$ cat src/hdl/assert_macros.svh
// Assertion helpers used by the rank decoder.
`ifndef ASSERT_MACROS_SVH
`define ASSERT_MACROS_SVH

// A property that must hold at every clock edge outside reset.
`define RKRD_ASSERT(lbl, clk, rstn, prop, msg) \
  lbl: assert property (@(posedge clk) disable iff (!rstn) (prop)) \
    else $error(msg);

// A condition that must never be true at a clock edge outside reset.
`define RKRD_NEVER(lbl, clk, rstn, cond, msg) \
  lbl: assert property (@(posedge clk) disable iff (!rstn) !(cond)) \
    else $error(msg);

`endif

$ cat src/hdl/rkrd_pkg.sv
package rkrd_pkg;

  // Default capacity of the key memory.
  localparam int unsigned MaxKeysDef = 64;

  localparam int unsigned KeyW  = 32;
  localparam int unsigned PosW  = 6;
  localparam int unsigned RankW = 6;

  // Ranking sequencer states.
  typedef enum logic [2:0] {
    ST_IDLE,
    ST_PIVOT,
    ST_CAPT,
    ST_SWEEP,
    ST_EMIT
  } state_e;

  // One input item.
  typedef struct packed {
    logic signed [KeyW-1:0] key_value;
    logic                   is_last;
  } in_item_t;

  // One result item.
  typedef struct packed {
    logic [PosW-1:0]  position;
    logic [RankW-1:0] rank;
    logic             run_end;
    logic             overflowed;
  } out_item_t;

  // Control from the sequencer to the compare and count unit.
  typedef struct packed {
    logic            load_pivot;
    logic            cmp_en;
    logic [PosW-1:0] cmp_pos;
    logic [PosW-1:0] pivot_pos;
  } rank_ctl_t;

endpackage

$ cat src/hdl/random_key_rank_decoder.sv
// Random-key rank decoder.
// Input channel (in_valid_i / in_stall_o): one signed Q16.16 key per transfer,
// stored in arrival order. The transfer with is_last set closes the set.
// Keys beyond MaxKeys are dropped and flag every result of that set.
// Output channel (out_valid_o / out_stall_i): once a set closes, one result
// per stored position in position order, carrying the key's rank, the
// overflow flag and run_end on the last position.
// Configuration (cfg_valid_i / cfg_ready_o): writes the descending bit; it
// is always ready and should only be written between sets.
// Keys load at one per cycle while no set is being ranked. Ranking a set
// of n keys reads the key memory once per compare through its single read
// port: each result goes through a pivot read, a pivot capture, one compare
// per stored key and a result hand-off, and input is stalled until the set is done.
// A stalled output holds its result and the sequencer waits on it.
// Reset empties the set, clears the overflow flag and selects ascending
// order; the key memory needs no clearing, only written entries are read.
`include "assert_macros.svh"

module random_key_rank_decoder #(
  parameter int unsigned MaxKeys = rkrd_pkg::MaxKeysDef
) (
  input  logic                clk_i,
  input  logic                rst_ni,
  input  logic                in_valid_i,
  output logic                in_stall_o,
  input  rkrd_pkg::in_item_t  in_item_i,
  output logic                out_valid_o,
  input  logic                out_stall_i,
  output rkrd_pkg::out_item_t out_item_o,
  input  logic                cfg_valid_i,
  output logic                cfg_ready_o,
  input  logic                cfg_data_i
);

  localparam int unsigned AW = $clog2(MaxKeys);
  localparam int unsigned CW = $clog2(MaxKeys + 1);

  rkrd_pkg::state_e state_q, state_d;

  logic [CW-1:0]                    cnt_q, cnt_d;
  logic                             ovf_q, ovf_d;
  logic [AW-1:0]                    p_q, p_d;
  logic [CW-1:0]                    ja_q, ja_d;
  logic                             cmp_vld_q, cmp_vld_d;
  logic [AW-1:0]                    cmp_idx_q, cmp_idx_d;
  logic                             desc_q;
  logic                             out_vld_q, out_vld_d;
  rkrd_pkg::out_item_t              out_q;

  logic [rkrd_pkg::KeyW-1:0]        key_mem_q [MaxKeys];
  logic signed [rkrd_pkg::KeyW-1:0] rdata_q;
  logic [AW-1:0]                    raddr;
  logic                             wr_en;

  logic                             in_fire;
  logic                             full;
  logic                             last_p;
  logic                             sweep_done;
  logic                             slot_free;
  logic                             emit_fire;
  rkrd_pkg::rank_ctl_t              ctl;
  logic [rkrd_pkg::RankW-1:0]       rank;

  assign in_fire    = in_valid_i && !in_stall_o;
  assign full       = (cnt_q == CW'(MaxKeys));
  assign last_p     = ((CW'(p_q) + CW'(1)) == cnt_q);
  assign sweep_done = cmp_vld_q && ((CW'(cmp_idx_q) + CW'(1)) == cnt_q);
  assign slot_free  = !out_vld_q || !out_stall_i;
  assign emit_fire  = (state_q == rkrd_pkg::ST_EMIT) && slot_free;
  assign wr_en      = in_fire && !full;

  // Sequencer: load keys, then per position read the pivot, sweep and emit.
  always_comb begin
    state_d   = state_q;
    cnt_d     = cnt_q;
    ovf_d     = ovf_q;
    p_d       = p_q;
    ja_d      = ja_q;
    cmp_vld_d = 1'b0;
    cmp_idx_d = cmp_idx_q;
    raddr     = p_q;
    in_stall_o = 1'b1;
    ctl.load_pivot = 1'b0;
    ctl.cmp_en     = 1'b0;
    ctl.cmp_pos    = rkrd_pkg::PosW'(cmp_idx_q);
    ctl.pivot_pos  = rkrd_pkg::PosW'(p_q);
    unique case (state_q)
      rkrd_pkg::ST_IDLE: begin
        in_stall_o = 1'b0;
        if (in_fire) begin
          if (full) begin
            ovf_d = 1'b1;
          end else begin
            cnt_d = cnt_q + CW'(1);
          end
          if (in_item_i.is_last) begin
            p_d     = '0;
            state_d = rkrd_pkg::ST_PIVOT;
          end
        end
      end
      rkrd_pkg::ST_PIVOT: begin
        raddr   = p_q;
        state_d = rkrd_pkg::ST_CAPT;
      end
      rkrd_pkg::ST_CAPT: begin
        ctl.load_pivot = 1'b1;
        raddr     = '0;
        ja_d      = CW'(1);
        cmp_vld_d = 1'b1;
        cmp_idx_d = '0;
        state_d   = rkrd_pkg::ST_SWEEP;
      end
      rkrd_pkg::ST_SWEEP: begin
        ctl.cmp_en = cmp_vld_q;
        raddr      = ja_q[AW-1:0];
        if (ja_q < cnt_q) begin
          cmp_vld_d = 1'b1;
          cmp_idx_d = ja_q[AW-1:0];
          ja_d      = ja_q + CW'(1);
        end
        if (sweep_done) begin
          cmp_vld_d = 1'b0;
          state_d   = rkrd_pkg::ST_EMIT;
        end
      end
      rkrd_pkg::ST_EMIT: begin
        if (slot_free) begin
          if (last_p) begin
            cnt_d   = '0;
            ovf_d   = 1'b0;
            state_d = rkrd_pkg::ST_IDLE;
          end else begin
            p_d     = p_q + AW'(1);
            state_d = rkrd_pkg::ST_PIVOT;
          end
        end
      end
      default: begin
        state_d = rkrd_pkg::ST_IDLE;
      end
    endcase
  end

  always_ff @(posedge clk_i or negedge rst_ni) begin
    if (!rst_ni) begin
      state_q   <= rkrd_pkg::ST_IDLE;
      cnt_q     <= '0;
      ovf_q     <= 1'b0;
      p_q       <= '0;
      ja_q      <= '0;
      cmp_vld_q <= 1'b0;
      cmp_idx_q <= '0;
      desc_q    <= 1'b0;
      out_vld_q <= 1'b0;
    end else begin
      state_q   <= state_d;
      cnt_q     <= cnt_d;
      ovf_q     <= ovf_d;
      p_q       <= p_d;
      ja_q      <= ja_d;
      cmp_vld_q <= cmp_vld_d;
      cmp_idx_q <= cmp_idx_d;
      out_vld_q <= out_vld_d;
      if (cfg_valid_i && cfg_ready_o) begin
        desc_q <= cfg_data_i;
      end
    end
  end

  // Key memory: one write port, one registered read port.
  always_ff @(posedge clk_i) begin
    if (wr_en) begin
      key_mem_q[cnt_q[AW-1:0]] <= in_item_i.key_value;
    end
    rdata_q <= key_mem_q[raddr];
  end

  rkrd_rank_unit u_rank_unit (
    .clk_i        (clk_i),
    .rst_ni       (rst_ni),
    .ctl_i        (ctl),
    .key_i        (rdata_q),
    .descending_i (desc_q),
    .rank_o       (rank)
  );

  // Output register, loaded when the previous result has been taken.
  always_comb begin
    out_vld_d = out_vld_q;
    if (emit_fire) begin
      out_vld_d = 1'b1;
    end else if (!out_stall_i) begin
      out_vld_d = 1'b0;
    end
  end

  always_ff @(posedge clk_i) begin
    if (emit_fire) begin
      out_q.position   <= rkrd_pkg::PosW'(p_q);
      out_q.rank       <= rank;
      out_q.run_end    <= last_p;
      out_q.overflowed <= ovf_q;
    end
  end

  assign out_valid_o = out_vld_q;
  assign out_item_o  = out_q;
  assign cfg_ready_o = 1'b1;

  // Checks on the sequencer.
  `RKRD_NEVER(a_cnt_range, clk_i, rst_ni, cnt_q > CW'(MaxKeys), "key count above capacity")
  `RKRD_NEVER(a_rank_range, clk_i, rst_ni, emit_fire && (CW'(rank) >= cnt_q), "rank not below set size")
  `RKRD_ASSERT(a_set_clear, clk_i, rst_ni, emit_fire && last_p |=> (cnt_q == '0) && !ovf_q, "set not cleared after last result")

endmodule

$ cat src/hdl/rkrd_rank_unit.sv
module rkrd_rank_unit (
  input  logic                             clk_i,
  input  logic                             rst_ni,
  input  rkrd_pkg::rank_ctl_t              ctl_i,
  input  logic signed [rkrd_pkg::KeyW-1:0] key_i,
  input  logic                             descending_i,
  output logic [rkrd_pkg::RankW-1:0]       rank_o
);

  logic signed [rkrd_pkg::KeyW-1:0] pivot_q;
  logic [rkrd_pkg::PosW-1:0]        pivot_pos_q;
  logic [rkrd_pkg::RankW-1:0]       count_q, count_d;
  logic                             beats;

  // A stored key beats the pivot when it is strictly better in the chosen
  // direction, or equal and at a lower position.
  always_comb begin
    if (descending_i) begin
      beats = (key_i > pivot_q);
    end else begin
      beats = (key_i < pivot_q);
    end
    if ((key_i == pivot_q) && (ctl_i.cmp_pos < pivot_pos_q)) begin
      beats = 1'b1;
    end
  end

  // Count of keys that beat the pivot, cleared when a new pivot loads.
  always_comb begin
    count_d = count_q;
    if (ctl_i.load_pivot) begin
      count_d = '0;
    end else if (ctl_i.cmp_en && beats) begin
      count_d = count_q + rkrd_pkg::RankW'(1);
    end
  end

  always_ff @(posedge clk_i or negedge rst_ni) begin
    if (!rst_ni) begin
      count_q <= '0;
    end else begin
      count_q <= count_d;
    end
  end

  // Pivot key and its position.
  always_ff @(posedge clk_i) begin
    if (ctl_i.load_pivot) begin
      pivot_q     <= key_i;
      pivot_pos_q <= ctl_i.pivot_pos;
    end
  end

  assign rank_o = count_q;

endmodule
$ cat config.mk
export PLATFORM = sky130hd
export DESIGN_NAME = random_key_rank_decoder
export DESIGN_NICKNAME = d
export VERILOG_FILES = /design/src/hdl/rkrd_pkg.sv /design/src/hdl/random_key_rank_decoder.sv /design/src/hdl/rkrd_rank_unit.sv
export VERILOG_INCLUDE_DIRS = /design/src /design/src/hdl
export SDC_FILE = /design/constraint.sdc
export NUM_CORES = 2
export LEC_CHECK = 0
export BUFFER_PORTS_ARGS = -buffer_cell sky130_fd_sc_hd__buf_2
export CAP_MARGIN = 20
export CORE_AREA = 3 3 699 493
export CTS_CLUSTER_SIZE = 28
export DETAILED_ROUTE_END_ITERATION = 6
export DIE_AREA = 0 0 702 496
export PLACE_DENSITY = 0.38
export SYNTH_ARGS = -nofsm -noshare
export SYNTH_HDL_FRONTEND = slang
export SYNTH_SLANG_ARGS = --single-unit
$ cat constraint.sdc
create_clock -name clk_i -period 3.5 [get_ports clk_i]
set_input_delay 0.7 -clock clk_i [delete_from_list [all_inputs] [get_ports clk_i]]
set_output_delay 0.7 -clock clk_i [all_outputs]
set_load 0.01 [all_outputs]
# After elaboration in Yosys (flattened, before gate mapping)
# Memories as Yosys holds them, arrays and structs flattened. A register that Yosys moved wholly into a read port is not among the register bits.
# Index checks and enable logic that the tools add are counted.
# totals
out_inout_bits	17
reg_bits	91
input_bits	39
mem_count	1
word_cells	104
ram_bits	2048
# mem_list
name	words	word_bits	rd	rd_ports_with_merged_regs	wr	line	rtl
key_mem_q	64	32	1	1	1	random_key_rank_decoder.sv:50	logic [rkrd_pkg::KeyW-1:0] key_mem_q [MaxKeys];
# classes
mux	40
reduce_logical	19
order_cmp	4
addsub	6
eq_ne	18
# op_table
operator	count
6-bit two-way mux	7
6-bit case mux with 2 select lines	3
7-bit two-way mux	5
32-bit == test	1
32-bit > comparator	1
32-bit < comparator	1
7-bit case mux with 2 select lines	2
2-bit inequality test (second input constant)	9
1-bit two-way mux	16
3-bit case mux with 5 select lines	1
5-bit AND reduction	3
6-bit by 1-bit adder with 7-bit output (second input constant)	2
7-bit by 1-bit adder with 7-bit output (second input constant)	2
7-bit == test	2
6-bit by 1-bit adder with 6-bit output (second input constant)	2
3-bit two-way mux	4
7-bit == test (second input constant)	1
7-bit < comparator	1
3-bit by 2-bit == test with 1-bit output (second input constant)	2
1-bit logical AND	6
6-bit < comparator	1
2-bit nonzero test	3
1-bit case mux with 2 select lines	2
4-bit AND reduction	1
other kinds (7)	9

# Logic depth before layout (Yosys ltp)
# logic_depth
ltp_word	6
ltp_mapped	14
ltp_nobuf	10

# Modules after synthesis
# A second synthesis with hierarchy kept.
# hier_totals
cells_unflattened	5208
hier_area_um2	83900.5
# by_module_without_submodules
module	cells_each	area_each_um2	seq_area_each_um2	n_inst
random_key_rank_decoder	5006	81509.4	63385.8	1
rkrd_rank_unit	202	2391.0	1291.2	1

# Worst setup path before layout
# No wires, ideal clock.
# synth_timing
path_kind	reg-to-reg
startpoint	reg cnt_q[5]
endpoint	mem key_mem_q[62][0] in the netlist's numbering, enable pin
required_ns	3.079
synth_period_minus_slack_ns	3.637
path_stages_with_launch	9
n_path_buf	1
path_slack_ns	-0.137
setup_ns	0.421
arrival_ns	3.216
path_cell_list	dfrtp_1 buf_2 clkinv_1 nand3_1 or3_1 nor2b_1 and2_1 nand3_1 nor2_1
# synth_between
elab_chain_cells	5
# synth_rtl
item	line	rtl
start, declared	random_key_rank_decoder.sv:40	logic [CW-1:0] cnt_q, cnt_d;
start signal, assigned	random_key_rank_decoder.sv:158	cnt_q <= cnt_d;
7-bit == test	random_key_rank_decoder.sv:65	assign full = (cnt_q == CW'(MaxKeys));
1-bit logical NOT	random_key_rank_decoder.sv:70	assign wr_en = in_fire && !full;
1-bit logical AND	random_key_rank_decoder.sv:70	
1-bit two-way mux	random_key_rank_decoder.sv:173	if (wr_en) begin
1-bit two-way mux (implied by the code)	random_key_rank_decoder.sv:174	key_mem_q[cnt_q[AW-1:0]] <= in_item_i.key_value;
end, declared	random_key_rank_decoder.sv:50	
# Several ways; a longest one is shown, not always the timed one.

# Worst setup path after layout
# layout_timing
startpoint	reg state_q[1]
endpoint	reg rdata_q[19] in the netlist's numbering, read port of key_mem_q
# layout_between
elab_chain_cells	2
word_cells_on_any_way	3
# layout_rtl
item	line	rtl
start, declared	random_key_rank_decoder.sv:38	rkrd_pkg::state_e state_q, state_d;
start signal, assigned	random_key_rank_decoder.sv:147	state_q <= rkrd_pkg::ST_IDLE;
start signal, assigned	random_key_rank_decoder.sv:157	state_q <= state_d;
3-bit by 2-bit == test with 1-bit output	random_key_rank_decoder.sv:87	unique case (state_q)
6-bit case mux with 2 select lines *	random_key_rank_decoder.sv:87	
end, declared	random_key_rank_decoder.sv:51	logic signed [rkrd_pkg::KeyW-1:0] rdata_q;
# Every way passes the cells marked *; elsewhere a longest branch is shown, timed or not.
# A chain may end at the register's enable or synchronous reset.

==> key figures <==
Status
  – Status: finished clean

Timing
  – Number of pins with negative max-slew slack in the final report: 0
  – Rel. slew slack: 0.271
  – Fin crit share: 0.970
  – Skew final: 0.0548 ns
  – Fin Hold WS: 0.0598 ns
  – Final Hold Fails: 0
  – RSZ-0062 raised after global routing: no
  – Worst Slack Setup Final: 0.106 ns
  – Post-route minimum period: approximately 3.4 ns
  – Fmax achieved: approximately 300 MHz
  – Final setup viols: 0
  – Slew @ Worst Pin: 1.09 ns
  – TNS Setup: 0 ns

Layout
  – Nets: approximately 7.2k
  – Fill count: 33.9k
  – Area growth syn-to-layout: 20.4%
  – Layout cells sized above 1: 0.143

Clock network
  – Worst-skew pair later-pin latency: 0.89 ns
  – H-tree depth: 4
  – Clock sinks: 2171
  – Clk root buf: clkbuf_16
  – CTS tree: yes
  – CTS Buf Count: 221
  – Clock Tree Buf Depth: 4
  – Worst-path clk slew: ~0.06 ns

Critical path
  – CP arrival: 4.13 ns
  – Crit path max fanout: 39
  – Required @ worst endpoint: roughly 4.2 ns
  – Crit path launch type: flop
  – Critical path class: reg2reg
  – CP endpoint kind: flop

Floorplan
  – Die width: between 700 and 800 um
  – IO Pins: 56
  – Die Area: 348000 um^2
  – Core area: 339000 um^2
  – Cell row count: 179
  – Die height: 496 um
  – Initial Util: 0.259

Detailed routing
  – Iter 0 DRT Violations: 6147
  – Vias per cell: 4.94
  – Post-DR wirelength/cell: 28.0 um
  – Detail Route Antenna Nets: 0
  – DR vias: slightly below 60k
  – Routed WL: roughly 330000 um
  – DRC violations left: 0
  – 1st-pass router iterations: 6

Placement
  – Detailed Place HPWL: 198000 um
  – PortBufs: 54
  – Post-Place Setup Slack: 0.0499 ns
  – GP Congestion: 0.791

GRT
  – GRT Util Overall: 0.186
  – First-pass GRT wire length: 460000 um
  – Largest net degree at the start of global routing: 65
  – Vias in the first global route: 56.6k
  – Grt total ovfl: 0
  – Initial antenna violation count: 31

Yosys
  – Warnings, synthesis: 0
  – Syn_nets: 6840
  – Ys flop type: edfxtp_1
  – Cell count after synthesis: roughly 6.8k
  – Synth Register Bits: 2171
  – Syn Area/Cell: 13.0 um^2
  – Cell variety after synth: between 60 and 70
  – Synthesized area: around 90000 um^2
  – Post-synthesis sequential area ratio: 0.737
  – EDFF count, synth: 2100
  – Asr flop ratio synth: 0.0180

Power and ir drop
  – Clock share of power: 0.265
  – PwrDens: 845 nW/um^2
  – Reg power frac: 0.331
  – Int Pwr: between 50 and 60 mW
  – Switching Share: 0.387
  – Leakage: 36.4 nW
  – Total chip power: 89.2 mW
  – Psw: 34.5 mW
  – Comb power frac: 0.404
  – VDD IR max: 0.710 mV

Flow run
  – Total of max-cap violations: 0

Worst hold path
  – Worst Hold Class: in2reg
critical path: stages, from the launching register on:
cell,delay (ns)
dfrtp_2,0.48
and3b_1,0.22
buf_4,0.16
a22oi_2,0.29
buf_12,0.23
buf_12,0.27
buf_4,0.20
a311oi_1,0.05
a311oi_1,0.33
a31oi_2,0.14
buf_4,0.19
mux2i_1,0.33
buf_4,0.23
a21oi_1,0.07
flip-flops by register name, summed over array words and instances (netlist names), 3 cells and up:
register / flops
cmp_idx_q: 6
cnt_q: 7
ja_q: 7
key_mem_q: 2048
out_item_o: 14
p_q: 6
rdata_q: 32
state_q: 3
u_rank_unit.pivot_pos_q: 6
u_rank_unit.pivot_q: 32
u_rank_unit.rank_o: 6
synthesized netlist by cell type (39+ instances only):
cell	count	area, um^2
a21oi_1	61	305
buf_2	193	966
a311oi_1	320	2800
mux2i_1	41	410
clkbuf_1	231	867
ha_1	49	613
nor2_1	88	330
inv_1	145	544
nand3_1	865	4330
a211oi_1	191	1430
nor3_1	43	215
and3_1	101	632
edfxtp_1	2100	63100
a31oi_1	66	413
nand2_1	1923	7220
dfrtp_1	39	976
power groups by stage:
stage               clock network [mW]  logic (mW)  registers [mW]
finish                            23.7        36.0            29.5
global route                      25.3        39.1            29.5
CTS                               24.3        36.0            29.5
detailed placement                   0        35.9            30.1
global placement                     0        36.0            30.1
floorplan                            0        18.2            29.9
cell usage in the layout, fill, tap and decap left out, types with 24 or more instances in the layout:
| cell | Yosys | final |
|---|---|---|
| dfxtp_1 | 32 | 32 |
| edfxtp_1 | 2100 | 2100 |
| a21oi_1 | 61 | 61 |
| dfrtp_1 | 39 | 37 |
| buf_2 | 193 | 54 |
| nor2_4 | 0 | 64 |
| clkbuf_1 | 231 | 54 |
| ha_1 | 49 | 49 |
| o311a_1 | 31 | 30 |
| nor2_1 | 88 | 24 |
| a311o_1 | 33 | 33 |
| buf_12 | 0 | 160 |
| nand2_1 | 1923 | 1923 |
| nand3_1 | 865 | 865 |
| clkinv_2 | 0 | 34 |
| o21ai_0 | 27 | 27 |
| mux2i_1 | 41 | 41 |
| inv_1 | 145 | 142 |
| and3_1 | 101 | 101 |
| a31oi_1 | 66 | 64 |
| buf_4 | 24 | 436 |
| a211oi_1 | 191 | 190 |
| clkbuf_16 | 0 | 227 |
| clkinv_1 | 3 | 51 |
| nor3_1 | 43 | 43 |
| a311oi_1 | 320 | 317 |
worst paths after layout:
kind	slack, ns	end	from	cells after the start
max	0.11	rdata_q[19]	state_q[1]	13
min	0.06	desc_q	cfg_data_i	3
max in group asynchronous	2.84	p_q[0]	rst_ni	3
min in group asynchronous	0.20	u_rank_unit.rank_o[1]	rst_ni	2
min reg2reg	0.44	u_rank_unit.pivot_q[14]	rdata_q[14]	0
max reg2reg	0.11	rdata_q[19]	state_q[1]	13
through the flow:
| stage | cell area, um^2 | utilization | std cells |
|---|---|---|---|
| 6_report | 106000 | 0.312 | 11850 |
| 5_1_grt | 106000 | 0.312 | 11849 |
| 4_1_cts | 105000 | 0.311 | 11835 |
| 3_5_place_dp | 98400 | 0.291 | 11431 |
| 3_3_place_gp | 98400 | 0.291 | 11430 |
| 2_1_floorplan | 87800 | - | 6752 |
kinds of logic after synthesis:
group | count (synthesis) | synth area share
other cells | 1 | 0.0000427
flops | 2171 | 0.737
buf+inv | 631 | 0.0309
fa+ha+maj | 49 | 0.00699
simple gates | 3058 | 0.148
xor+xnor | 20 | 0.00200
mux | 44 | 0.00506
compound gates | 778 | 0.0699
metal layers:
layer	vias up	GRT usage	routed length [um]
li1	25860	-	-
met1	30363	0.277	159000
met2	1972	0.274	141000
met3	383	0.0442	25500
met4	2	0.0364	6470
met5	-	0	13
repair_timing:
action | in CTS | in global routing
hold endpoints to repair | 40 | 0
pin swaps | 1 | 3
resized for setup | 0 | 7
buffers inserted | 0 | 11
hold buffers | 2 | 0
endpoints found under the setup margin | 1 | 9
layout make-up:
type | count | area [um^2] | share of cell area
Sequential cell | 2171 | 64700 | 0.613
Multi-Input combinational cell | 3950 | 20900 | 0.198
Timing Repair Buffer | 652 | 6770 | 0.0641
Clock buffer | 298 | 6120 | 0.0579
Tap cell | 4525 | 5660 | 0.0536
Clock inverter | 104 | 878 | 0.00832
Inverter | 148 | 556 | 0.00526
Antenna cell | 2 | 5.00 | 0.0000474
(Power assumes the default switching activity.)
